**config.mk**
```make
export PLATFORM = sky130hd
export DESIGN_NAME = pds_sqrt
export DESIGN_NICKNAME = d
export VERILOG_FILES = /design/src/sv/pds_pkg.sv /design/src/sv/pds_sqrt.sv
export SDC_FILE = /design/constraint.sdc
export NUM_CORES = 1
export LEC_CHECK = 0
export ABC_AREA = 1
export BUFFER_PORTS_ARGS = -buffer_cell sky130_fd_sc_hd__buf_2
export CAP_MARGIN = 20
export CORE_MARGIN = 5
export CORE_UTILIZATION = 45
export CTS_CLUSTER_DIAMETER = 150
export DETAILED_ROUTE_END_ITERATION = 8
export HOLD_SLACK_MARGIN = 0.06
export PLACE_DENSITY = 0.65
export SYNTH_ARGS = -nofsm -noshare
export SYNTH_HDL_FRONTEND = slang
export SYNTH_SLANG_ARGS = --single-unit
```
**constraint.sdc**
```tcl
create_clock -name clk -period 4.2 [get_ports clk]
set_input_delay 0.42 -clock clk [delete_from_list [all_inputs] [get_ports clk]]
set_output_delay 0.42 -clock clk [all_outputs]
set_load 0.005 [all_outputs]
```
**src/sv/pds_pkg.sv**
```systemverilog
// Package: shared constants and types for the pairwise distance sorter.
package pds_pkg;
  localparam int MaxPointsDef = 8;
  localparam int CoordBitsDef = 16;
  localparam int FieldW = 16;
  localparam int DistW = 24;
  localparam logic [DistW-1:0] DistMax = {DistW{1'b1}};

  typedef enum logic [2:0] {
    ST_LOAD, ST_PAIR, ST_DIST, ST_START, ST_SQRT, ST_INS, ST_EMIT
  } state_t;

  // one point per input transfer
  typedef struct packed {
    logic signed [FieldW-1:0] px;
    logic signed [FieldW-1:0] py;
    logic signed [FieldW-1:0] pz;
    logic                     last_point;
  } point_t;

  // one pair per result transfer
  typedef struct packed {
    logic signed [FieldW-1:0] ax;
    logic signed [FieldW-1:0] ay;
    logic signed [FieldW-1:0] az;
    logic signed [FieldW-1:0] bx;
    logic signed [FieldW-1:0] by_coord;
    logic signed [FieldW-1:0] bz;
    logic [DistW-1:0]         dist_centi;
    logic                     overflowed;
    logic                     last_pair;
  } pair_t;

  // shift control handed to each sort cell
  typedef struct packed {
    logic ins;   // insertion in progress this cycle
    logic clr;   // empty the chain
    logic pop;   // head result transferred, shift toward head
  } cell_ctl_t;
endpackage

```
**src/sv/pds_sqrt.sv**
```systemverilog
// Sequential integer square root with round to nearest, one result bit per cycle.
module pds_sqrt #(
  parameter int VW = 48,
  parameter int RW = 24
) (
  input  logic          clk,
  input  logic          rst_n,
  input  logic          start,
  input  logic [VW-1:0] value,
  output logic          done,
  output logic [RW:0]   root
);
  import pds_pkg::*;
  localparam int CW = $clog2(RW + 1);
  logic [VW+1:0] rem_r, rem_nxt;
  logic [VW-1:0] val_r, val_nxt;
  logic [RW:0]   res_r, res_nxt;
  logic [CW-1:0] cnt_r, cnt_nxt;
  logic          busy_r, busy_nxt, done_r, done_nxt;
  logic [VW+1:0] trial;

  always_comb begin
    rem_nxt  = rem_r;
    val_nxt  = val_r;
    res_nxt  = res_r;
    cnt_nxt  = cnt_r;
    busy_nxt = busy_r;
    done_nxt = 1'b0;
    trial    = '0;
    if (start) begin
      rem_nxt  = '0;
      val_nxt  = value;
      res_nxt  = '0;
      cnt_nxt  = CW'(RW);
      busy_nxt = 1'b1;
    end else if (busy_r) begin
      // bring down two bits, try res*4+1
      rem_nxt = {rem_r[VW-1:0], val_r[VW-1 -: 2]};
      val_nxt = {val_r[VW-3:0], 2'b00};
      trial   = (VW+2)'({res_r, 2'b01});
      if (rem_nxt >= trial) begin
        rem_nxt = rem_nxt - trial;
        res_nxt = {res_r[RW-1:0], 1'b1};
      end else begin
        res_nxt = {res_r[RW-1:0], 1'b0};
      end
      cnt_nxt = cnt_r - 1'b1;
      if (cnt_r == CW'(1)) begin
        busy_nxt = 1'b0;
        done_nxt = 1'b1;
        // v - r*r > r  ->  round up
        if (rem_nxt > (VW+2)'(res_nxt)) res_nxt = res_nxt + 1'b1;
      end
    end
  end

  always_ff @(posedge clk) begin
    if (!rst_n) begin
      busy_r <= 1'b0;
      done_r <= 1'b0;
      cnt_r  <= '0;
    end else begin
      busy_r <= busy_nxt;
      done_r <= done_nxt;
      cnt_r  <= cnt_nxt;
    end
    rem_r <= rem_nxt;
    val_r <= val_nxt;
    res_r <= res_nxt;
  end
  assign done = done_r;
  assign root = res_r;
endmodule

```
# Word-level counts from Yosys, hierarchy flattened
# Cells that the tools add are included.
[totals]
elab_cells = 34
input_bits = 51
output_inout_bits = 26
regBits = 128
[classes]
add_sub_neg = 3
muxes = 16
eq_ne = 1
n_reduce_logical = 3
n_bitwise = 2
n_lt_le_gt_ge = 2
[op_table]
columns = ["operator", "count"]
rows = [
  ["$mux 50", 3],
  ["$mux 25", 4],
  ["$mux 48", 2],
  ["$ge 50x27->1", 1],
  ["$gt 50x25->1", 1],
  ["$sub 50x27->50", 1],
  ["$add 25x1->25 const B", 1],
  ["$mux 5", 2],
  ["$eq 5x1->1 const B", 1],
  ["$mux 1", 5],
  ["$sub 5x1->5 const B", 1],
  ["$reduce_or 3->1", 1],
  ["$not 1->1", 2],
  ["$reduce_bool 2->1", 1],
  ["$reduce_or 2->1", 1],
]

# Longest topological paths before layout
# Gate-level depths: netlist of run 1.
[depth]
depth_word = 7
mapped_depth = 44
depth_no_buf = 41

# Worst setup path before layout of run 1
# No wires, ideal clock.
[synth_path]
kind = "register to register"
from = "register res_r[17] (netlist: root[17])"
to = "register res_r[9] (netlist: root[9])"
stages_incl_launch_ff = 41
arrival_ps = 4063
setup_time_ps = 114
t_required_ps = 4086
period_less_slack_ps = 4177
setup_slack_ps = 23
n_path_buf = 2
path_cell_list = "dfxtp_1 inv_1 ha_1 nand2_1 inv_1 nand2_1 nor2_4 nand2_2 nor2_2 nand2_1 nand2_2 nor2_4 nand2_8 inv_2 clkbuf_1 or2_2 o21ai_0 inv_1 [5 not listed] o21ai_0 nand3_1 nand2_1 nand2_1 nand2_1 nand2_1 nand2_1 nand3_1 nand2_1 nand2_1 nor2_4 nand3_2 nand2_1 buf_4 nor2_1 nand2_1 nand3_1 nand2_1"
[synth_between]
elab_chain_len = 7
elab_cells_between_ends = 12
classes_between = "add/sub (2); order compare (2); mux (8)"
[synth_lines]
columns = ["element", "line", "source"]
rows = [
  ["start, declared", "pds_sqrt.sv:17", "logic [RW:0] res_r, res_nxt;"],
  ["start signal, assigned", "pds_sqrt.sv:69", "res_r <= res_nxt;"],
  ["$sub 50x27->50 or $ge 50x27->1 (tied branches)", "pds_sqrt.sv:42, pds_sqrt.sv:41", ""],
  ["$mux 50 or $mux 1 (tied branches)", "pds_sqrt.sv:41", "if (rem_nxt >= trial) begin"],
  ["$mux 50 or $mux 25 (tied branches)", "pds_sqrt.sv:36", "end else if (busy_r) begin"],
  ["$mux 50 or $mux 25 (tied branches)", "pds_sqrt.sv:30", "if (start) begin"],
  ["$gt 50x25->1 or $add 25x1->25 (tied branches)", "pds_sqrt.sv:52", "if (rem_nxt > (VW+2)'(res_nxt)) res_nxt = res_nxt + 1'b1;"],
  ["$mux 25 *", "pds_sqrt.sv:52", ""],
  ["$mux 25 *", "pds_sqrt.sv:48", "if (cnt_r == CW'(1)) begin"],
]
# Every way passes the cells marked *; elsewhere a longest branch is shown, timed or not. The select of a mux whose other input is x is not followed.
# A chain may end at the register's enable or synchronous reset.

# Final worst setup path of run 1
[layout_path]
from = "register res_r[14] (netlist: root[14])"
to = "register res_r[24] (netlist: root[24])"
# Same word-level chain as after synthesis.

==> results of run 1 <==
-- power breakdown --
group          internal (W)  switching [W]  leakage, nW
Clock              0.000812       0.000750        0.298
Combinational       0.00417        0.00562         5.41
Sequential          0.00149       0.000166         1.16
-- metrics by stage --
step | area, um2 | hold WS, ns | instances | power, W | setup WS, ns
after floorplan | 9810 | 0.446 | 1565 | 0.00652 | 0.0232
after global placement | 12100 | 0.461 | 2113 | 0.00986 | -0.283
after detailed placement | 12100 | 0.468 | 2113 | 0.00992 | -0.411
after CTS | 13300 | 0.236 | 2154 | 0.0122 | 0.00398
after global routing | 13700 | 0.249 | 2162 | 0.0141 | -0.338
final | 13700 | 0.245 | 2162 | 0.0130 | -0.0622
-- registers in the layout (all words and copies together) (netlist names) --
signal,count
root,25
val_r,48
cnt_r,5
rem_r,48
busy_r,1
done,1
-- worst max-delay path by stage --
stage	start	to	slack [ns]
3_3_place_gp	root[23]	root[10]	-0.28
2_1_floorplan	root[17]	root[9]	0.02
3_5_place_dp	root[23]	root[6]	-0.41
6_report	root[14]	root[24]	-0.06
4_1_cts	root[19]	root[18]	0.004
5_1_grt	root[13]	root[18]	-0.34
-- timing repair --
| action | CTS | global route |
|---|---|---|
| resized for setup | 138 | 83 |
| endpoints found under the setup margin | 25 | 25 |
| pin swaps | 28 | 19 |
| setup buffers | 8 | 6 |
| gates cloned | 1 | 2 |
-- critical path: cells and delay by family, from the launching register on --
family                   cells  cell delay [ns]
AO/OA/AOI/OAI                3             0.37
adder cells (fa/ha/maj)      2             0.59
buffers and inverters        7             1.03
flip-flops                   1             0.34
AND/OR/NAND/NOR             20             1.80
-- cell usage in the layout (no fill, tap or decap), types with 7 or more instances in the layout --
| cell type | instances |
|---|---|
| sky130_fd_sc_hd__a21oi_1 | 26 |
| sky130_fd_sc_hd__a21oi_2 | 9 |
| sky130_fd_sc_hd__buf_2 | 76 |
| sky130_fd_sc_hd__buf_4 | 236 |
| sky130_fd_sc_hd__clkbuf_16 | 19 |
| sky130_fd_sc_hd__dfxtp_1 | 59 |
| sky130_fd_sc_hd__dfxtp_2 | 21 |
| sky130_fd_sc_hd__edfxtp_1 | 48 |
| sky130_fd_sc_hd__ha_1 | 22 |
| sky130_fd_sc_hd__ha_4 | 33 |
| sky130_fd_sc_hd__inv_1 | 202 |
| sky130_fd_sc_hd__inv_2 | 34 |
| sky130_fd_sc_hd__inv_8 | 7 |
| sky130_fd_sc_hd__nand2_1 | 561 |
| sky130_fd_sc_hd__nand2_2 | 44 |
| sky130_fd_sc_hd__nand3_1 | 99 |
| sky130_fd_sc_hd__nand3_2 | 7 |
| sky130_fd_sc_hd__nand4_1 | 26 |
| sky130_fd_sc_hd__nor2_1 | 105 |
| sky130_fd_sc_hd__nor2_2 | 20 |
| sky130_fd_sc_hd__nor2_4 | 13 |
| sky130_fd_sc_hd__nor3_1 | 19 |
| sky130_fd_sc_hd__nor4_1 | 8 |
| sky130_fd_sc_hd__o21ai_0 | 44 |
| sky130_fd_sc_hd__o21ai_1 | 15 |
| sky130_fd_sc_hd__o21ai_2 | 13 |
| sky130_fd_sc_hd__o22ai_1 | 24 |
| sky130_fd_sc_hd__or2_2 | 14 |
| sky130_fd_sc_hd__xor2_1 | 24 |
-- layout make-up --
| type | count | area, um2 | area share |
|---|---|---|---|
| multi-input cells | 1160 | 6450 | 0.471 |
| well taps | 280 | 350 | 0.0256 |
| clock buffers | 17 | 425 | 0.0310 |
| clock inverters | 15 | 184 | 0.0134 |
| repair buffers | 320 | 2300 | 0.168 |
| inverters | 242 | 926 | 0.0675 |
| flip-flops and latches | 128 | 3070 | 0.224 |
-- cell families after synthesis --
logic type	count (synthesis)	synth area share
flip-flops	128	0.310
AO/OA/AOI/OAI	144	0.0805
XOR/XNOR	30	0.0268
adder cells (fa/ha/maj)	55	0.0701
AND/OR/NAND/NOR	931	0.403
buffers and inverters	277	0.109
-- metal layers --
| layer | GRT usage | up-vias | part of all wire |
|---|---|---|---|
| li1 | - | 5561 | - |
| met1 | 0.402 | 5071 | 0.45 |
| met2 | 0.446 | 413 | 0.44 |
| met3 | 0.0470 | 85 | 0.067 |
| met4 | 0.100 | 2 | 0.034 |
| met5 | 0 | - | 0.00039 |
==> out/qor.tcl, run 1 <==
set qor(die_area_mm2) 0.0249
set qor(hp-start) {value[0]}
set qor(rsz_0062_raised_after_global_routing) {yes}
set qor(drt-pass1-iter-count) 6
set qor(layout.core_utilization) 0.634
set qor(r2r-end) {root[24]}
set qor(io-pin-count) 77
set qor(fin_setup_tns_ns) -0.321
set qor(finalSetupViolCount) 13
set qor(drv_slew) 0
set qor(cts.sinks) 128
set qor(clock-skew-final_ns) 0.0167
set qor(ys_types) 42
set qor(layout_worst_path_cycle_share) 1.01
set qor(largest_net_degree_at_the_start_of_global_routing) 55
set qor(timing.critical_path.slowest_stage_cell) {sky130_fd_sc_hd__buf_4}
set qor(rrSetupSlack_ns) -0.06
set qor(clockBufferDepth) 2
set qor(global_route_wire_length_before_repair_um) 55600
set qor(power.ir.vdd_worst_mv) 0.418
set qor(worst-r2r-cell-count) 32
set qor(worst-slew-pin-transition_ns) 0.875
set qor(most_area_hungry_cell_type_in_the_yosys_netlist) {sky130_fd_sc_hd__nand2_1}
set qor(setup_ws_ns) -0.0622
set qor(sequential_fraction_of_the_synthesis_area) 0.310
set qor(syn_area_per_cell_um2) 6.27
set qor(async_flop_share) 0
set qor(hpwlAfterDp_um) 27000
set qor(outcome) {complete, but fails checks}
set qor(floorplan.initialDensity) 0.454
set qor(synth_top_area_share) 0.228
set qor(drv_cap) 0
set qor(synth_area_mm2) 0.00981
set qor(cts_inserted_buffers) 17
set qor(diodes) 0
set qor(holdCritPathClass) {in2reg}
set qor(placement.io_buffers) 76
set qor(synth.ff_latch_count) 128
set qor(synth_ff_type) {sky130_fd_sc_hd__dfxtp_1}
set qor(core_mm2) 0.0216
set qor(avgRoutedWirePerCell_um) 16.5
set qor(synth_top_cells_by_area) {sky130_fd_sc_hd__nand2_1 (23%), sky130_fd_sc_hd__dfxtp_1 (16%), sky130_fd_sc_hd__edfxtp_1 (15%)}
set qor(post_route_cells_drive_above_1_share) 0.309
set qor(finalNetCount) 1975
set qor(hold_path_end) {val_r[0]}
set qor(synth_edf_count) 48
set qor(yosys_warnings) 0
set qor(num_rows) 54
set qor(synth.most_common_cell) {sky130_fd_sc_hd__nand2_1}
set qor(ys_top_cells_by_count) {sky130_fd_sc_hd__nand2_1 (597), sky130_fd_sc_hd__inv_1 (230), sky130_fd_sc_hd__nor2_1 (123)}
set qor(worst_r2r_startpoint) {root[14]}
set qor(area_growth_pct) 39.7
set qor(number_of_antenna_violations_at_the_first_check_in_global_routing) 1
set qor(detail_route.wirelength_um) 35600
set qor(timing.max_slew.rel_slack) 0.416
set qor(violated_checks) {setup timing}
set qor(clk_pin_slew_ns) 0.07
set qor(cp_max_fo) 29
set qor(remaining_drc_errors) 0
set qor(grt-ovfl-total) 0
set qor(synthesis.instances) 1565
set qor(worst_setup_path_start_kind) {register}
set qor(power-per-cell-area_mw_per_mm2) 949
set qor(antenna_left) 0
set qor(worst_path_most_repeated_cell) {sky130_fd_sc_hd__nand2_2}
set qor(synth_nets) 1671
set qor(fp.dieW_um) 158
set qor(tritoncts) {done}
set qor(type_of_element_capturing_the_critical_path) {register}
set qor(ctsRootBufferMaster) {sky130_fd_sc_hd__clkbuf_16}
set qor(die_h_um) 158
set qor(worst_ep_arrival_time_ns) 4.56
set qor(hold_crit_depth) 3
set qor(timing.critical_path.slowest_cell_delay_ns) 0.37
set qor(worstSetupPathType) {reg2reg}
set qor(critical_path_required_ns) 4.50
set qor(timing.final.hold_violations) 0
set qor(post_drt_via_cell_ratio) 5.15
set qor(fmax_mhz) 235
set qor(drt_iter0_markers) 838
set qor(power.leakage_nw) 6.87
set qor(place_congestion) 0.999
set qor(via_count_of_the_first_global_routing_pass) 10800
set qor(clock_insertion_delay_worst_skew_ns) 0.44
set qor(htreeDepth) 4
set qor(n_fill_cell) 1930
set qor(holdBufCountCts) 0
set qor(grt_util_all_layers) 0.286
set qor(overall_via_count_from_detail_route) 11100
set qor(post-route-min-period_ns) 4.26
Note: power is estimated with default switching activity, not from simulation.
==> run 2: changes to the inputs <==
- CORE_MARGIN: 5 -> 10
- MAX_ROUTING_LAYER: not set -> met4
==> out/qor.tcl, run 2 (synthesized netlist as in run 1, its figures left out) <==
set qor(finalSetupViolCount) 3 ;# -10
set qor(outcome) {complete, but fails checks}
set qor(rsz_0062_raised_after_global_routing) {yes}
set qor(via_count_of_the_first_global_routing_pass) 10700 ;# -0.85%
set qor(timing.critical_path.max_delay_family) {simple AND/OR/NAND/NOR gates}
set qor(timing.final.hold_violations) 0 ;# unchanged
set qor(holdBufCountCts) 0 ;# unchanged
set qor(drt_iter0_markers) 865 ;# +3.2%
set qor(htreeDepth) 4 ;# unchanged
set qor(floorplan.initialDensity) 0.462 ;# +0.00856
set qor(number_of_antenna_violations_at_the_first_check_in_global_routing) 0 ;# -1
set qor(worst-slew-pin-transition_ns) 0.718 ;# -0.157 ns
set qor(clk_pin_slew_ns) 0.08 ;# about the same
set qor(tritoncts) {done}
set qor(final_design_area_no_fill_mm2) 0.0138 ;# +0.34%
set qor(num_rows) 53 ;# -1.9%
set qor(fin_setup_tns_ns) -0.117 ;# +0.205 ns
set qor(ctsRootBufferMaster) {sky130_fd_sc_hd__clkbuf_16}
set qor(post_drt_via_cell_ratio) 5.15 ;# about the same
set qor(clock-skew-final_ns) 0.0175 ;# +0.000752 ns
set qor(timing.critical_path.slowest_stage_cell) {sky130_fd_sc_hd__dfxtp_2}
set qor(antenna_left) 0 ;# unchanged
set qor(hpwlAfterDp_um) 27300 ;# +0.82%
set qor(global_route_wire_length_before_repair_um) 55700 ;# +0.12%
set qor(worst_ep_arrival_time_ns) 4.58 ;# +0.02 ns
set qor(io-pin-count) 77 ;# unchanged
set qor(type_of_element_capturing_the_critical_path) {register}
set qor(largest_net_degree_at_the_start_of_global_routing) 52 ;# -5.5%
set qor(placement.io_buffers) 76 ;# unchanged
set qor(holdCritPathClass) {in2reg}
set qor(worst-r2r-cell-count) 39 ;# +22%
set qor(remaining_drc_errors) 0 ;# unchanged
set qor(worstPathBufferInverterCount) 6 ;# -1
set qor(power-per-cell-area_mw_per_mm2) 965 ;# +1.7%
set qor(cp_max_fo) 18 ;# -38%
set qor(layout_worst_path_cycle_share) 1.01 ;# -0.00194
set qor(final_cell_mix) {sky130_fd_sc_hd__nand2_1 (550), sky130_fd_sc_hd__buf_4 (239), sky130_fd_sc_hd__inv_1 (198)}
set qor(post_route_cells_drive_above_1_share) 0.320 ;# +0.0108
set qor(cts_inserted_buffers) 17 ;# unchanged
set qor(timing.max_slew.rel_slack) 0.520 ;# +0.105
set qor(fmax_mhz) 235 ;# +0.19%
set qor(post-route-min-period_ns) 4.25 ;# -0.00814 ns
set qor(finalNetCount) 1977 ;# +0.10%
set qor(clock_insertion_delay_worst_skew_ns) 0.44 ;# about the same
set qor(violated_checks) {setup timing}
set qor(avgRoutedWirePerCell_um) 16.8 ;# +1.8%
set qor(timing.critical_path.slowest_cell_delay_ns) 0.34 ;# -0.03 ns
set qor(mostFrequentLayoutCell) {sky130_fd_sc_hd__nand2_1}
set qor(cts.sinks) 128 ;# unchanged
set qor(placement.cell_area_mm2) 0.0121 ;# +0.18%
set qor(diodes) 0 ;# unchanged
set qor(layout.core_utilization) 0.648 ;# +0.0141
set qor(grt_util_all_layers) 0.253 ;# -0.0332
set qor(rrSetupSlack_ns) -0.05 ;# about the same
set qor(die_h_um) 168 ;# +6.3%
set qor(worst_setup_path_start_kind) {register}
set qor(grt-ovfl-total) 0 ;# unchanged
set qor(clockBufferDepth) 2 ;# unchanged
set qor(detail_route.wirelength_um) 36200 ;# +1.6%
set qor(instances_no_fill) 2159 ;# -0.14%
set qor(die_area_mm2) 0.0281 ;# +13%
set qor(cp.depth) 39 ;# +22%
set qor(core_mm2) 0.0212 ;# -1.9%
set qor(critical_path_required_ns) 4.53 ;# +0.03 ns
set qor(fp.dieW_um) 168 ;# +6.3%
set qor(setup_ws_ns) -0.0540 ;# +0.00814 ns
set qor(post-place-cells) 2110 ;# -0.14%
set qor(n_fill_cell) 1931 ;# +0.052%
set qor(overall_via_count_from_detail_route) 11100 ;# -0.054%
set qor(final_hold_slack_ns) 0.238 ;# -0.00735 ns
set qor(power.leakage_nw) 6.86 ;# about the same
set qor(drt-pass1-iter-count) 6 ;# unchanged
set qor(drv_slew) 0 ;# unchanged
set qor(worst_path_most_repeated_cell) {sky130_fd_sc_hd__nand2_1}
set qor(drv_cap) 0 ;# unchanged
set qor(power.ir.vdd_worst_mv) 0.457 ;# +9.4%
set qor(hold_crit_depth) 3 ;# unchanged
set qor(worstSetupPathType) {reg2reg}
set qor(area_growth_pct) 40.2
set qor(place_congestion) 1.00 ;# +0.45%
## run 2: cell type report
cell class                 count  area, um2  share of cell area
sequential                   128       3070               0.223
multi-input combinational   1160       6540               0.475
clock buffer                  17        425              0.0309
tap                          275        344              0.0250
timing repair buffer         322       2290               0.166
clock inverter                15        169              0.0123
inverter                     242        921              0.0670
## run 2: final timing paths
check | startpoint | end
worst max-delay path | root[5] | root[17]
worst min-delay path | rst_n | busy_r
worst max register to register | root[5] | root[17]
worst min register to register | cnt_r[4] | cnt_r[4]
## run 2: through the flow
stage | setup WS (ns) | power, W
3_5_place_dp | -0.372 | 0.00983
4_1_cts | 0.00199 | 0.0123
5_1_grt | -0.355 | 0.0142
2_1_floorplan | 0.0232 | 0.00652
6_report | -0.0540 | 0.0133
3_3_place_gp | -0.314 | 0.00980
## run 2: worst min-delay path, stage by stage
cell                       delay [ns]
sky130_fd_sc_hd__buf_2           0.09
sky130_fd_sc_hd__o211ai_1        0.08
sky130_fd_sc_hd__inv_1           0.05
## run 2: routing by layer
| layer | track usage | vias to the layer above | share of wire |
|---|---|---|---|
| met5 | - | - | 0 |
| li1 | - | 5570 | - |
| met2 | 0.384 | 417 | 0.45 |
| met1 | 0.329 | 5074 | 0.44 |
| met3 | 0.0515 | 65 | 0.077 |
| met4 | 0.0844 | 0 | 0.030 |
## run 2: timing repair
| item | CTS | global route |
|---|---|---|
| resized for setup | 131 | 110 |
| setup buffers | 8 | 9 |
| cloned | 1 | 0 |
| pin swaps | 27 | 19 |
| endpoints found under the setup margin | 25 | 25 |
## run 2: power breakdown
group	switching, W	leakage, nW	total (W)	internal [W]
sequential	0.000162	1.16	0.00165	0.00149
clock	0.000708	0.283	0.00156	0.000848
combinational	0.00578	5.42	0.0101	0.00428
total	0.00665	6.86	0.0133	0.00662
