$ cat config.mk
export PLATFORM = sky130hd
export DESIGN_NAME = pds_cell
export DESIGN_NICKNAME = d
export VERILOG_FILES = /design/src/sv/pds_pkg.sv /design/src/sv/pds_cell.sv
export SDC_FILE = /design/constraint.sdc
export NUM_CORES = 1
export LEC_CHECK = 0
export BUFFER_PORTS_ARGS = -buffer_cell sky130_fd_sc_hd__buf_4
export CORE_AREA = 4 4 72 123
export DETAILED_ROUTE_END_ITERATION = 16
export DIE_AREA = 0 0 76 127
export GPL_TIMING_DRIVEN = 0
export MAX_ROUTING_LAYER = met4
export PLACE_DENSITY = 0.79
export SLEW_MARGIN = 10
export SYNTH_ARGS = -nofsm -noshare
export SYNTH_HDL_FRONTEND = slang
export SYNTH_SLANG_ARGS = --single-unit
export TNS_END_PERCENT = 1
$ cat constraint.sdc
create_clock -name clk -period 5.85 [get_ports clk]
set_clock_uncertainty 0.2 [all_clocks]
set_input_delay 1.755 -clock clk [delete_from_list [all_inputs] [get_ports clk]]
set_output_delay 1.755 -clock clk [all_outputs]
set_load 0.1 [all_outputs]
$ cat src/sv/pds_pkg.sv
// Package: shared constants and types for the pairwise distance sorter.
package pds_pkg;
  localparam int MaxPointsDef = 8;
  localparam int CoordBitsDef = 16;
  localparam int FieldW = 16;
  localparam int DistW = 24;
  localparam logic [DistW-1:0] DistMax = {DistW{1'b1}};

  typedef enum logic [2:0] {
    ST_LOAD, ST_PAIR, ST_DIST, ST_START, ST_SQRT, ST_INS, ST_EMIT
  } state_t;

  // one point per input transfer
  typedef struct packed {
    logic signed [FieldW-1:0] px;
    logic signed [FieldW-1:0] py;
    logic signed [FieldW-1:0] pz;
    logic                     last_point;
  } point_t;

  // one pair per result transfer
  typedef struct packed {
    logic signed [FieldW-1:0] ax;
    logic signed [FieldW-1:0] ay;
    logic signed [FieldW-1:0] az;
    logic signed [FieldW-1:0] bx;
    logic signed [FieldW-1:0] by_coord;
    logic signed [FieldW-1:0] bz;
    logic [DistW-1:0]         dist_centi;
    logic                     overflowed;
    logic                     last_pair;
  } pair_t;

  // shift control handed to each sort cell
  typedef struct packed {
    logic ins;   // insertion in progress this cycle
    logic clr;   // empty the chain
    logic pop;   // head result transferred, shift toward head
  } cell_ctl_t;
endpackage

$ cat src/sv/pds_cell.sv
// Sort cell: one slot of the descending insertion chain.
module pds_cell #(
  parameter int KW = 34,
  parameter int IW = 8
) (
  input  logic                  clk,
  input  logic                  rst_n,
  input  pds_pkg::cell_ctl_t    ctl,
  input  logic [KW-1:0]         new_key,
  input  logic [IW-1:0]         new_idx,
  input  logic                  prev_valid,
  input  logic                  prev_take,   // an earlier slot moves down
  input  logic [KW-1:0]         prev_key,
  input  logic [IW-1:0]         prev_idx,
  input  logic                  next_valid,
  input  logic [KW-1:0]         next_key,
  input  logic [IW-1:0]         next_idx,
  output logic                  valid_o,
  output logic                  take_o,      // this slot or an earlier one moves down
  output logic [KW-1:0]         key_o,
  output logic [IW-1:0]         idx_o
);
  import pds_pkg::*;
  logic          valid_r;
  logic [KW-1:0] key_r;
  logic [IW-1:0] idx_r;
  logic          shift_here;

  // new key goes before this entry when strictly larger (stable)
  assign shift_here = !valid_r || (new_key > key_r);
  assign take_o     = prev_take || shift_here;
  assign valid_o    = valid_r;
  assign key_o      = key_r;
  assign idx_o      = idx_r;

  always_ff @(posedge clk) begin
    if (!rst_n || ctl.clr) begin
      valid_r <= 1'b0;
    end else if (ctl.pop) begin
      valid_r <= next_valid;
      key_r   <= next_key;
      idx_r   <= next_idx;
    end else if (ctl.ins && (shift_here || prev_take)) begin
      if (prev_take) begin
        // entry above moves down; an empty one keeps this slot empty
        valid_r <= prev_valid;
        key_r   <= prev_key;
        idx_r   <= prev_idx;
      end else begin
        valid_r <= 1'b1;
        key_r   <= new_key;
        idx_r   <= new_idx;
      end
    end
  end
endmodule

# == Word-level counts from Yosys, hierarchy flattened ==
# Index checks and enable logic that the tools add are counted.
# totals
output_inout_bits,44
inputBits,134
regBits,43
wordCells,22
# op_classes
n_reduce_logical,8
order_cmp,1
mux,9
bitwise_logic,1
# ops
cell,n
34-bit two-way mux,3
34-bit greater-than comparator,1
8-bit two-way mux,3
1-bit logical OR,3
1-bit two-way mux,3
1-bit logical NOT,2
2-bit AND reduction,1
2-bit nonzero test,1
1-bit logical AND,1
1-bit inverter,1

# == Depth between registers and ports, before layout ==
# Gate-level depths: netlist of run 1.
# logic_depth
word_depth,6
depth_mapped,9
ltp_nobuf,9

# == Worst setup path after synthesis of run 1 ==
# No wires, ideal clock.
# synth_path
kind,input to output
start,input new_key[33]
end,output take_o
n_path_buf,0
path_stages,7
path_slack_ns,-0.609
required_ns,3.895
arrival_time_ns,4.504
cell_sequence,ha_1 > nand4_2 > or4_4 > nor3_1 > or3_1 > nor4_1 > o21bai_1
# synth_via
elab_chain_cells,3
# synth_rtl
item,line_no,text
from (decl),pds_cell.sv:9,"input logic [KW-1:0] new_key,"
34-bit greater-than comparator,pds_cell.sv:30,assign shift_here = !valid_r || (new_key > key_r);
1-bit logical OR,pds_cell.sv:30,
1-bit logical OR,pds_cell.sv:31,assign take_o = prev_take || shift_here;
to (decl),pds_cell.sv:19,"output logic take_o,"
# Every way passes these cells.

# == Worst setup path in the final report of run 1 ==
# Same ends and word-level chain as after synthesis.

==> metrics.csv, run 1 <==
stage,metric,value,unit
worst_setup_path,r2r_slack,2.31,ns
routing,ant_nets,0,
synthesis,syn_area_per_cell,9.58,sq um
synthesis,ys_ff_latch,43,
synthesis,synth.top_cell.area_share,41.3,%
cts,ctsHoldBuffers,0,
synthesis,netlist_top_cells_area,"edfxtp_1 41%, mux2i_1 14%, ha_1 14%",
routing,drt_wl_total,9.87,mm
routing,vias_per_cell,5.15,
synthesis,yosys_warnings,0,
die,core_area,7910,sq um
worst_setup_path,critPathKind,primary input to primary output,
timing,fmax,176,MHz
worst_setup_path,start_kind,primary input,
synthesis,synth_cell_types,24,
cts,root_buffer,clkbuf_16,
synthesis,synth-async-reset-ratio,0,%
cts,cts_buffer_depth,2,
global_routing,antenna_found_initial,0,
job,max_cap_violations,0,
min_path,min_path_cells,2,
cts,cts_made_buffers,5,
synthesis,syn_nets,487,
global_routing,track_usage,20.9,%
power_and_ir_drop,p_clk_share,28.4,%
power_and_ir_drop,power_frac_seq,38.5,%
routing,initialDrtViolationCount,137,
worst_setup_path,arrival,3.74,ns
global_routing,grt_pass1_vias,3260,
cts,cts_setup_buffers,0,
min_path,min_path_type,flop to flop,
timing,worst_slew_pin_slew,0.753,ns
timing,rsz0062_at_grt,false,
placement,dpl.hpwl,8.16,mm
synthesis,synth_seq_area_share,41.9,%
cells_and_area,nets,671,
cells_and_area,drive_gt1_share,37.3,%
worst_setup_path,reg2regPathDepth,10,
cells_and_area,multiInputGateArea,1600,sq um
die,die_w,76,um
routing,wl_per_cell,16.6,um
die,initial_utilization,38.6,%
power_and_ir_drop,p_int,0.637,mW
synthesis,synth_most_common_cell,nand2_1,
routing,firstDrtPassIters,4,
timing,maxSlewHeadroom,49.8,%
power_and_ir_drop,p_sw_share,33.0,%
worst_setup_path,worstSetupEndpointType,primary output,
power_and_ir_drop,combPwrFrac,33.1,%
cells_and_area,final_area,4680,sq um
cells_and_area,num_antenna_cells,0,
die,ios,178,
cts,cts.htree.levels,2,
timing,min_period,5.70,ns
die,fp.dieH,127,um
power_and_ir_drop,leakagePower,2.32,nW
placement,port_buffers,176,
cells_and_area,nFillCells,699,
synthesis,synth_flop_cell,edfxtp_1,
synthesis,synth_top_area_cell,edfxtp_1,
worst_setup_path,required,3.89,ns
routing,drc,0,
global_routing,grt_start_max_net_pins,24,
timing,worst_slack,0.152,ns
timing,period_share,97.4,%
run_status,status,"finished, final reports clean",
worst_setup_path,path_max_fanout,4,
power_and_ir_drop,ir_drop,133,uV
timing,final_max_slew_viol_count,0,
cts,clk_pin_slew_worst_paths,0.06,ns
placement,placed_area,4530,sq um
cells_and_area,areaGrowthSynthToFinish,53.0,%
cells_and_area,instances_no_fill,594,
cts,cts_tree,built,
cells_and_area,seq_area,1280,sq um
synthesis,synthTopCellsByCount,"53 x nand2_1, 47 x o21ai_0, 43 x mux2i_1",
timing,tns,0,ns
cts,insertion_delay,0.28,ns
synthesis,synth_edf_count,42,
die,dieArea,9650,sq um
power_and_ir_drop,power.density,203,nW/um^2
die,rows,43,
timing,setup_viol_count_final,0,
synthesis,synthCells,319,
global_routing,grt_first_pass_wirelength,15.8,mm
cts,clock-sinks,43,
global_routing,gr-total-overflow,0,
routing,vias,3059,
timing,finalHoldViolCount,0,
placement,place.gp.congestion,0.853,
placement,place_inst,586,
synthesis,netlist_area,3060,sq um
placement,place_ws,0.0783,ns
power_and_ir_drop,p_sw,0.314,mW
## placed cells by master (no fill, tap or decap), drive strengths merged, types with 8 or more instances in the layout
cell | Yosys | final
o21ai | 47 | 47
mux2i | 43 | 43
ha | 34 | 34
nand2 | 53 | 53
inv | 38 | 38
clkbuf | 12 | 18
a21oi | 15 | 15
edfxtp | 42 | 42
nand4 | 8 | 8
buf | 2 | 179
## cell type report
| class | count | share of cell area, % |
|---|---|---|
| Multi-Input combinational cell | 224 | 34.2 |
| Timing Repair Buffer | 177 | 28.9 |
| Inverter | 38 | 3.05 |
| Tap cell | 90 | 2.41 |
| Clock inverter | 2 | 0.161 |
| Clock buffer | 6 | 2.76 |
| Sequential cell | 43 | 27.4 |
| Buffer | 14 | 1.12 |
## timing repair
action | 4_1_cts | 5_1_grt
hold endpoints to repair | 0 | 0
setup endpoints to repair | 0 | 1
gates resized for setup | 0 | 2
## path summary, 6_finish.rpt
check	from	to
hold / removal	valid_o$_SDFFE_PN0P_	valid_o$_SDFFE_PN0P_
hold reg to reg	valid_o$_SDFFE_PN0P_	valid_o$_SDFFE_PN0P_
setup / recovery	new_key[33]	take_o
setup reg to reg	key_o[33]$_DFFE_PP_	key_o[20]$_DFFE_PP_
## critical path: stages
cell	delay (ns)
buf_4	0.12
ha_1	0.32
nand4_2	0.15
or4_4	0.59
nor3_1	0.20
or3_1	0.14
nor4_2	0.06
o21bai_2	0.16
buf_6	0.24
## through the flow
stage          power [mW]  hold slack [ns]  utilization, %
6_report            0.951            0.301            59.1
5_1_grt              1.00            0.340            59.1
4_1_cts             0.960            0.311            59.0
3_5_place_dp        0.689            0.301            57.3
3_3_place_gp        0.679            0.260            56.9
2_1_floorplan       0.562            0.694               -
## per-layer routing
layer,vias to the layer above,global-route usage (%),wire length [um]
met5,-,-,0
met4,0,7.65,247
met3,16,4.44,537
met2,104,39.1,5700
met1,1434,21.0,3390
li1,1505,-,-
## registers in the layout, summed over array words and instances (netlist names)
register and flops:
idx_o 8, key_o 34, valid_o 1
## power by group through the flow
| stage | Combinational [mW] | Sequential (mW) | Clock [mW] |
|---|---|---|---|
| 4_1_cts | 0.317 | 0.366 | 0.276 |
| 3_5_place_dp | 0.316 | 0.373 | 0 |
| 5_1_grt | 0.341 | 0.368 | 0.292 |
| 3_3_place_gp | 0.306 | 0.373 | 0 |
| 6_report | 0.315 | 0.366 | 0.270 |
| 2_1_floorplan | 0.0906 | 0.471 | 0 |
## logic make-up (layout without fill, tap and decap cells)
group | after synthesis | after routing | synth area share [%]
AO/OA/AOI/OAI | 68 | 68 | 11.8
adder cells (fa/ha/maj) | 34 | 34 | 13.9
buffers and inverters | 52 | 237 | 6.39
flip-flops | 43 | 43 | 41.9
multiplexers | 43 | 43 | 14.1
AND/OR/NAND/NOR | 79 | 79 | 11.9
(Power assumes the default switching activity.)
==> run 2, diff against run 1 <==
ABC_AREA = 1   (was unset)
CORE_AREA = 4 4 72 124   (was 4 4 72 123)
DIE_AREA = 0 0 76 128   (was 0 0 76 127)
PLACE_DENSITY = 0.8   (was 0.79)
==> run 2 against run 1 <==
  * Clock power grew 33%
  * Total power grew 10%
  * Final area grew 2.9%
  * Sequential share of layout area shrank 0.78 points
  * Critical path type unchanged
  * Largest power group unchanged
  * Highest routed layer unchanged
==> metrics.csv, run 2 <==
stage,metric,value,unit,change
routing,vias_per_cell,5.05,,-2.0%
global_routing,track_usage,22.0,%,+1.1 points
synthesis,syn_nets,582,,+20%
cts,cts.htree.levels,2,,unchanged
cts,cts_tree,built,,
timing,setup_viol_count_final,0,,unchanged
synthesis,netlist_area,3170,sq um,+3.6%
timing,min_period,5.26,ns,-0.435 ns
worst_setup_path,worstSetupEndpointType,primary output,,
job,max_cap_violations,0,,unchanged
synthesis,synth_edf_count,42,,unchanged
cts,cts_made_buffers,5,,unchanged
worst_setup_path,critPathMaxStageDelay,0.29,ns,-0.30 ns
die,ios,178,,unchanged
cts,ctsResizeCount,0,,unchanged
cts,insertion_delay,0.28,ns,about the same
global_routing,grt_pass1_vias,3496,,+7.2%
power_and_ir_drop,power.density,218,nW/um^2,+7.3%
cells_and_area,num_antenna_cells,0,,unchanged
worst_setup_path,critPathTopFamily,simple AND/OR/NAND/NOR gates,,
worst_setup_path,reg2reg_from,key_o[9]$_DFFE_PP_,,
synthesis,synth-async-reset-ratio,0,%,unchanged
routing,ant_nets,0,,unchanged
die,core_area,7910,sq um,unchanged
synthesis,synth_cell_types,23,,-4.2%
timing,final_max_slew_viol_count,0,,unchanged
cells_and_area,drive_gt1_share,33.3,%,-4.0 points
global_routing,antenna_found_initial,0,,unchanged
global_routing,grt_first_pass_wirelength,16.9,mm,+7.1%
cells_and_area,final_cell_mix,"176 x buf_4, 96 x a21oi_1, 96 x nand2_1",,
run_status,status,"finished, final reports clean",,
die,initial_utilization,40.0,%,+1.4 points
worst_setup_path,path_common_cell,nand2_1,,
timing,finalHoldViolCount,0,,unchanged
synthesis,synth_seq_area_share,40.5,%,-1.5 points
routing,drc,0,,unchanged
timing,maxSlewHeadroom,49.9,%,about the same
cts,clock-sinks,43,,unchanged
synthesis,yosys_warnings,0,,unchanged
timing,worst_slew_pin_slew,0.750,ns,-0.00242 ns
timing,worst_slack,0.588,ns,+0.435 ns
cts,cts_buffer_depth,2,,unchanged
worst_setup_path,start_kind,primary input,,
cts,root_buffer,clkbuf_16,,
synthesis,ys_ff_latch,43,,unchanged
worst_setup_path,path_max_fanout,2,,-2
routing,initialDrtViolationCount,154,,+12%
power_and_ir_drop,ir_drop,227,uV,+71%
cells_and_area,largest_reg_flops,34,,unchanged
worst_setup_path,arrival,3.31,ns,-0.43 ns
worst_setup_path,r2r_slack,2.85,ns,+0.54 ns
synthesis,synth_top_area_cell,edfxtp_1,,
placement,port_buffers,175,,-0.57%
die,fp.dieH,128,um,+0.79%
global_routing,gr-total-overflow,0,,unchanged
cells_and_area,areaGrowthSynthToFinish,52.0,%,
cells_and_area,nets,765,,+14%
synthesis,synth_flop_cell,edfxtp_1,,
synthesis,synth.top_cell.area_share,39.8,%,-1.4 points
placement,dpl.hpwl,8.56,mm,+4.9%
min_path,worstHoldStart,valid_o$_SDFFE_PN0P_,,
placement,place.gp.congestion,0.856,,+0.36%
synthesis,synthTopCellsByCount,"96 x a21oi_1, 96 x nand2_1, 55 x nor2_1",,
worst_setup_path,cp_num_buf_inv,2,,unchanged
synthesis,synthCells,414,,+30%
routing,drt_wl_total,10.4,mm,+5.3%
global_routing,grt_start_max_net_pins,24,,unchanged
cts,cts_setup_buffers,0,,unchanged
min_path,min_path_type,flop to flop,,
worst_setup_path,critPathKind,primary input to primary output,,
synthesis,syn_area_per_cell,7.65,sq um,-20%
cts,clk_pin_slew_worst_paths,0.06,ns,about the same
worst_setup_path,required,3.89,ns,about the same
cts,ctsHoldBuffers,0,,unchanged
placement,place_ws,0.579,ns,+0.500 ns
timing,rsz0062_at_grt,false,,
synthesis,netlist_top_cells_area,"edfxtp_1 40%, a21oi_1 15%, ha_1 13%",,
routing,firstDrtPassIters,4,,unchanged
timing,period_share,90.0,%,-7.4 points
routing,vias,3473,,+14%
power_and_ir_drop,leakagePower,2.41,nW,+4.0%
routing,wl_per_cell,15.1,um,-9.1%
timing,fmax,190,MHz,+8.3%
die,die_w,76,um,unchanged
worst_setup_path,crit_chain,"buf_4, ha_1, nand2_1, nor2_1, nand3_1, nor2_2, nand2_1, nand2_1, nor2_1, nand2_1, nand2_1, nand2_2, buf_4",,
worst_setup_path,cp-startpoint,new_key[9],,
worst_setup_path,crit_path_top_delay_cell,ha_1,,
timing,tns,0,ns,unchanged
cells_and_area,final_common_cell,buf_4,,
die,rows,43,,unchanged
die,dieArea,9730,sq um,+0.79%
==> run 2: cell count changes after synthesis, sizes merged, moves of 4 or more <==
cell / before / now
mux2i: 43 / 0
inv: 38 / 49
nor3: 5 / 0
buf: 2 / 6
a21oi: 15 / 96
nand2: 53 / 101
o21ai: 47 / 2
nand4: 8 / 0
nor2: 1 / 60
==> run 2: stage by stage <==
step | instances | cell area, sq um | hold WS (ns) | total power, mW | util (%)
2_1_floorplan | 414 | 3170 | 0.827 | 0.574 | -
3_3_place_gp | 679 | 4590 | 0.365 | 0.690 | 58.1
3_5_place_dp | 680 | 4620 | 0.372 | 0.699 | 58.5
4_1_cts | 688 | 4810 | 0.381 | 1.06 | 60.9
5_1_grt | 688 | 4810 | 0.421 | 1.10 | 60.9
6_report | 688 | 4810 | 0.375 | 1.05 | 60.9
==> run 2: worst paths after layout <==
path	end	cells after the start
worst max-delay path	take_o	13
worst min-delay path	valid_o$_SDFFE_PN0P_	4
worst max register to register	key_o[10]$_DFFE_PP_	15
worst min register to register	valid_o$_SDFFE_PN0P_	4
==> run 2: power breakdown <==
group,leakage [nW],internal [mW],switching (mW)
registers,0.396,0.359,0.00651
clock network,0.0911,0.245,0.115
logic,1.92,0.119,0.206
total,2.41,0.723,0.327
==> run 2: worst reg2reg max path, cell delays in order, from the launching register on <==
cell	delay [ns]
edfxtp_1	0.34
inv_1	0.05
ha_1	0.28
nand2_1	0.07
nor2_1	0.18
nand3_1	0.14
nor2_2	0.12
nand2_1	0.06
nand2_1	0.05
nor2_1	0.04
nand2_1	0.05
nand2_1	0.05
nand2_2	0.07
nand2_2	0.08
a21boi_4	0.62
buf_12	0.27
==> run 2: kinds of logic after synthesis <==
| family | count (synthesis) | synth area share [%] |
|---|---|---|
| fa+ha+maj | 34 | 13.4 |
| simple gates | 166 | 21.3 |
| compound gates | 101 | 16.3 |
| flops | 43 | 40.5 |
| buf+inv | 70 | 8.45 |
==> run 2: routing by layer <==
layer	up-vias	track usage [%]	routed length, um
li1	1724	-	-
met1	1571	23.8	3790
met2	145	39.0	5610
met3	33	3.59	558
met4	0	10.2	441
met5	-	-	0
==> run 2: layout make-up <==
cell class                      count  area (sq um)
Fill cell                         706          3100
Tap cell                           90           113
Sequential cell                    43          1280
Clock buffer                        6           129
Inverter                           52           195
Multi-Input combinational cell    301          1630
Timing Repair Buffer              176          1330
Clock inverter                      2          60.1
Buffer                             18          72.6
==> run 3, diff against run 2 <==
RECOVER_POWER = 50   (was unset)
SLEW_MARGIN = 20   (was 10)
==> run 3 against run 2 <==
  * Worst setup slack improved by 0.0047 ns
  * Critical path depth unchanged
  * Register-to-register slack better by 0.37 ns
  * Global-route usage rose by 0.093 points
  * Critical path type unchanged
  * Critical endpoint unchanged
==> metrics.csv, run 3 (synthesized netlist as in run 2, its figures left out) <==
stage,metric,value,unit,change
min_path,holdPathEnd,valid_o$_SDFFE_PN0P_,,
routing,routed.top_layer,met4,,
global_routing,gr-total-overflow,0,,unchanged
min_path,worstHoldStart,valid_o$_SDFFE_PN0P_,,
global_routing,grt_first_pass_wirelength,17.0,mm,+0.53%
cells_and_area,drive_gt1_share,26.7,%,-6.6 points
routing,vias_per_cell,5.06,,+0.20%
die,rows,43,,unchanged
power_and_ir_drop,leakagePower,2.28,nW,-5.4%
run_status,status,"finished, final reports clean",,
routing,firstDrtPassIters,5,,+1
cells_and_area,areaGrowthSynthToFinish,48.4,%,
global_routing,antenna_found_initial,0,,unchanged
routing,initialDrtViolationCount,156,,+1.3%
timing,maxSlewHeadroom,17.9,%,-32 points
cts,cts_tree,built,,
worst_setup_path,arrival,3.30,ns,about the same
power_and_ir_drop,finalPower,1.05,mW,-0.43%
cells_and_area,final_common_cell,buf_4,,
die,die_w,76,um,unchanged
worst_setup_path,reg2regPathDepth,15,,unchanged
cts,ctsResizeCount,0,,unchanged
timing,finalHoldViolCount,0,,unchanged
placement,dpl.hpwl,8.59,mm,+0.34%
worst_setup_path,required,3.89,ns,about the same
worst_setup_path,reg2reg_from,key_o[9]$_DFFE_PP_,,
timing,rsz0062_at_grt,false,,
worst_setup_path,path_max_fanout,2,,unchanged
timing,min_period,5.26,ns,-0.00471 ns
global_routing,track_usage,22.1,%,+0.093 points
cells_and_area,instances_no_fill,689,,+0.15%
placement,place_inst,681,,+0.15%
global_routing,grt_pass1_vias,3610,,+3.3%
routing,drc,0,,unchanged
power_and_ir_drop,ir_drop,158,uV,-31%
cts,cts_setup_buffers,0,,unchanged
worst_setup_path,worstSetupEndpointType,primary output,,
die,initial_utilization,40.0,%,unchanged
placement,place.gp.congestion,0.856,,unchanged
routing,vias,3485,,+0.35%
cts,clk_pin_slew_worst_paths,0.06,ns,about the same
cts,root_buffer,clkbuf_16,,
power_and_ir_drop,power.density,223,nW/um^2,+2.0%
routing,wl_per_cell,15.3,um,+1.2%
die,fp.dieH,128,um,unchanged
cells_and_area,largest_reg_flops,34,,unchanged
cts,ctsHoldBuffers,0,,unchanged
timing,worst_slack,0.592,ns,+0.00471 ns
routing,drt_wl_total,10.5,mm,+1.3%
timing,fmax,190,MHz,about the same
placement,port_buffers,175,,unchanged
timing,final_max_slew_viol_count,0,,unchanged
worst_setup_path,r2r_slack,3.22,ns,+0.37 ns
timing,setup_viol_count_final,0,,unchanged
worst_setup_path,r2r_end,key_o[6]$_DFFE_PP_,,
worst_setup_path,critPathKind,primary input to primary output,,
cells_and_area,num_antenna_cells,0,,unchanged
placement,place_ws,0.575,ns,-0.00350 ns
die,dieArea,9730,sq um,unchanged
routing,wl_met3,633,um,+13%
timing,period_share,89.9,%,about the same
global_routing,grt_start_max_net_pins,22,,-8.3%
cells_and_area,final_cell_mix,"136 x buf_4, 96 x a21oi_1, 96 x nand2_1",,
cts,cts_buffer_depth,2,,unchanged
min_path,min_path_type,flop to flop,,
cells_and_area,nets,766,,+0.13%
routing,ant_nets,0,,unchanged
die,core_area,7910,sq um,unchanged
cts,clock-sinks,43,,unchanged
cts,cts_made_buffers,5,,unchanged
cts,cts.htree.levels,2,,unchanged
cts,insertion_delay,0.29,ns,about the same
timing,worst_slew_pin_slew,1.24,ns,+0.486 ns
min_path,min_path_cells,4,,unchanged
die,ios,178,,unchanged
worst_setup_path,start_kind,primary input,,
routing,wl_met1,3.74,mm,-1.3%
job,max_cap_violations,0,,unchanged
routing,met2WireLength,5.70,mm,+1.7%
==> run 3: cell types whose count changed in the layout (fill, tap and decap cells not counted) <==
cell / delta
buf_12: -1
buf_16: +2
buf_4: -40
clkbuf_1: +40
==> run 3: area by class of cell <==
class | instances | area [sq um]
tap | 90 | 113
sequential | 43 | 1280
timing repair buffer | 177 | 1220
multi-input combinational | 301 | 1630
clock inverter | 2 | 60.1
buffer | 18 | 68.8
inverter | 52 | 195
fill | 754 | 3210
clock buffer | 6 | 129
==> run 3: worst max-delay path: stages <==
cell	delay (ns)
buf_4	0.12
ha_1	0.29
nand2_1	0.07
nor2_1	0.17
nand3_1	0.15
nor2_2	0.12
nand2_1	0.06
nand2_1	0.05
nor2_1	0.04
nand2_1	0.05
nand2_1	0.05
nand2_2	0.07
buf_4	0.30
==> run 3: routing by layer <==
metal  global-route usage (%)  up-vias
li1                         -     1726
met1                     22.8     1574
met2                     39.6      152
met3                     3.73       33
met4                     11.6        0
met5                        -        -
==> run 3: per-stage QoR <==
stage | util, % | hold slack [ns] | instance area (sq um) | setup TNS (ns)
after global placement | 58.1 | 0.365 | 4590 | -39.75
after floorplan | - | 0.827 | 3170 | 0
after CTS | 61.3 | 0.383 | 4850 | 0
after global routing | 59.4 | 0.411 | 4700 | 0
final | 59.4 | 0.378 | 4700 | 0
after detailed placement | 58.9 | 0.371 | 4660 | 0
==> run 3: worst max path at each step <==
stage                     start            endpoint  cells past startpoint
CTS                  new_key[9]              take_o                     13
floorplan           new_key[33]  idx_o[0]$_DFFE_PP_                     13
finish               new_key[9]              take_o                     13
detailed placement   new_key[9]              take_o                     13
global placement     new_key[9]  key_o[5]$_DFFE_PP_                     14
global route         new_key[9]              take_o                     13
==> run 3: where the power goes <==
group,internal [mW],switching [mW],leakage (nW)
Combinational,0.111,0.207,1.79
Sequential,0.359,0.00631,0.396
Clock,0.245,0.118,0.0911
Total,0.715,0.331,2.28
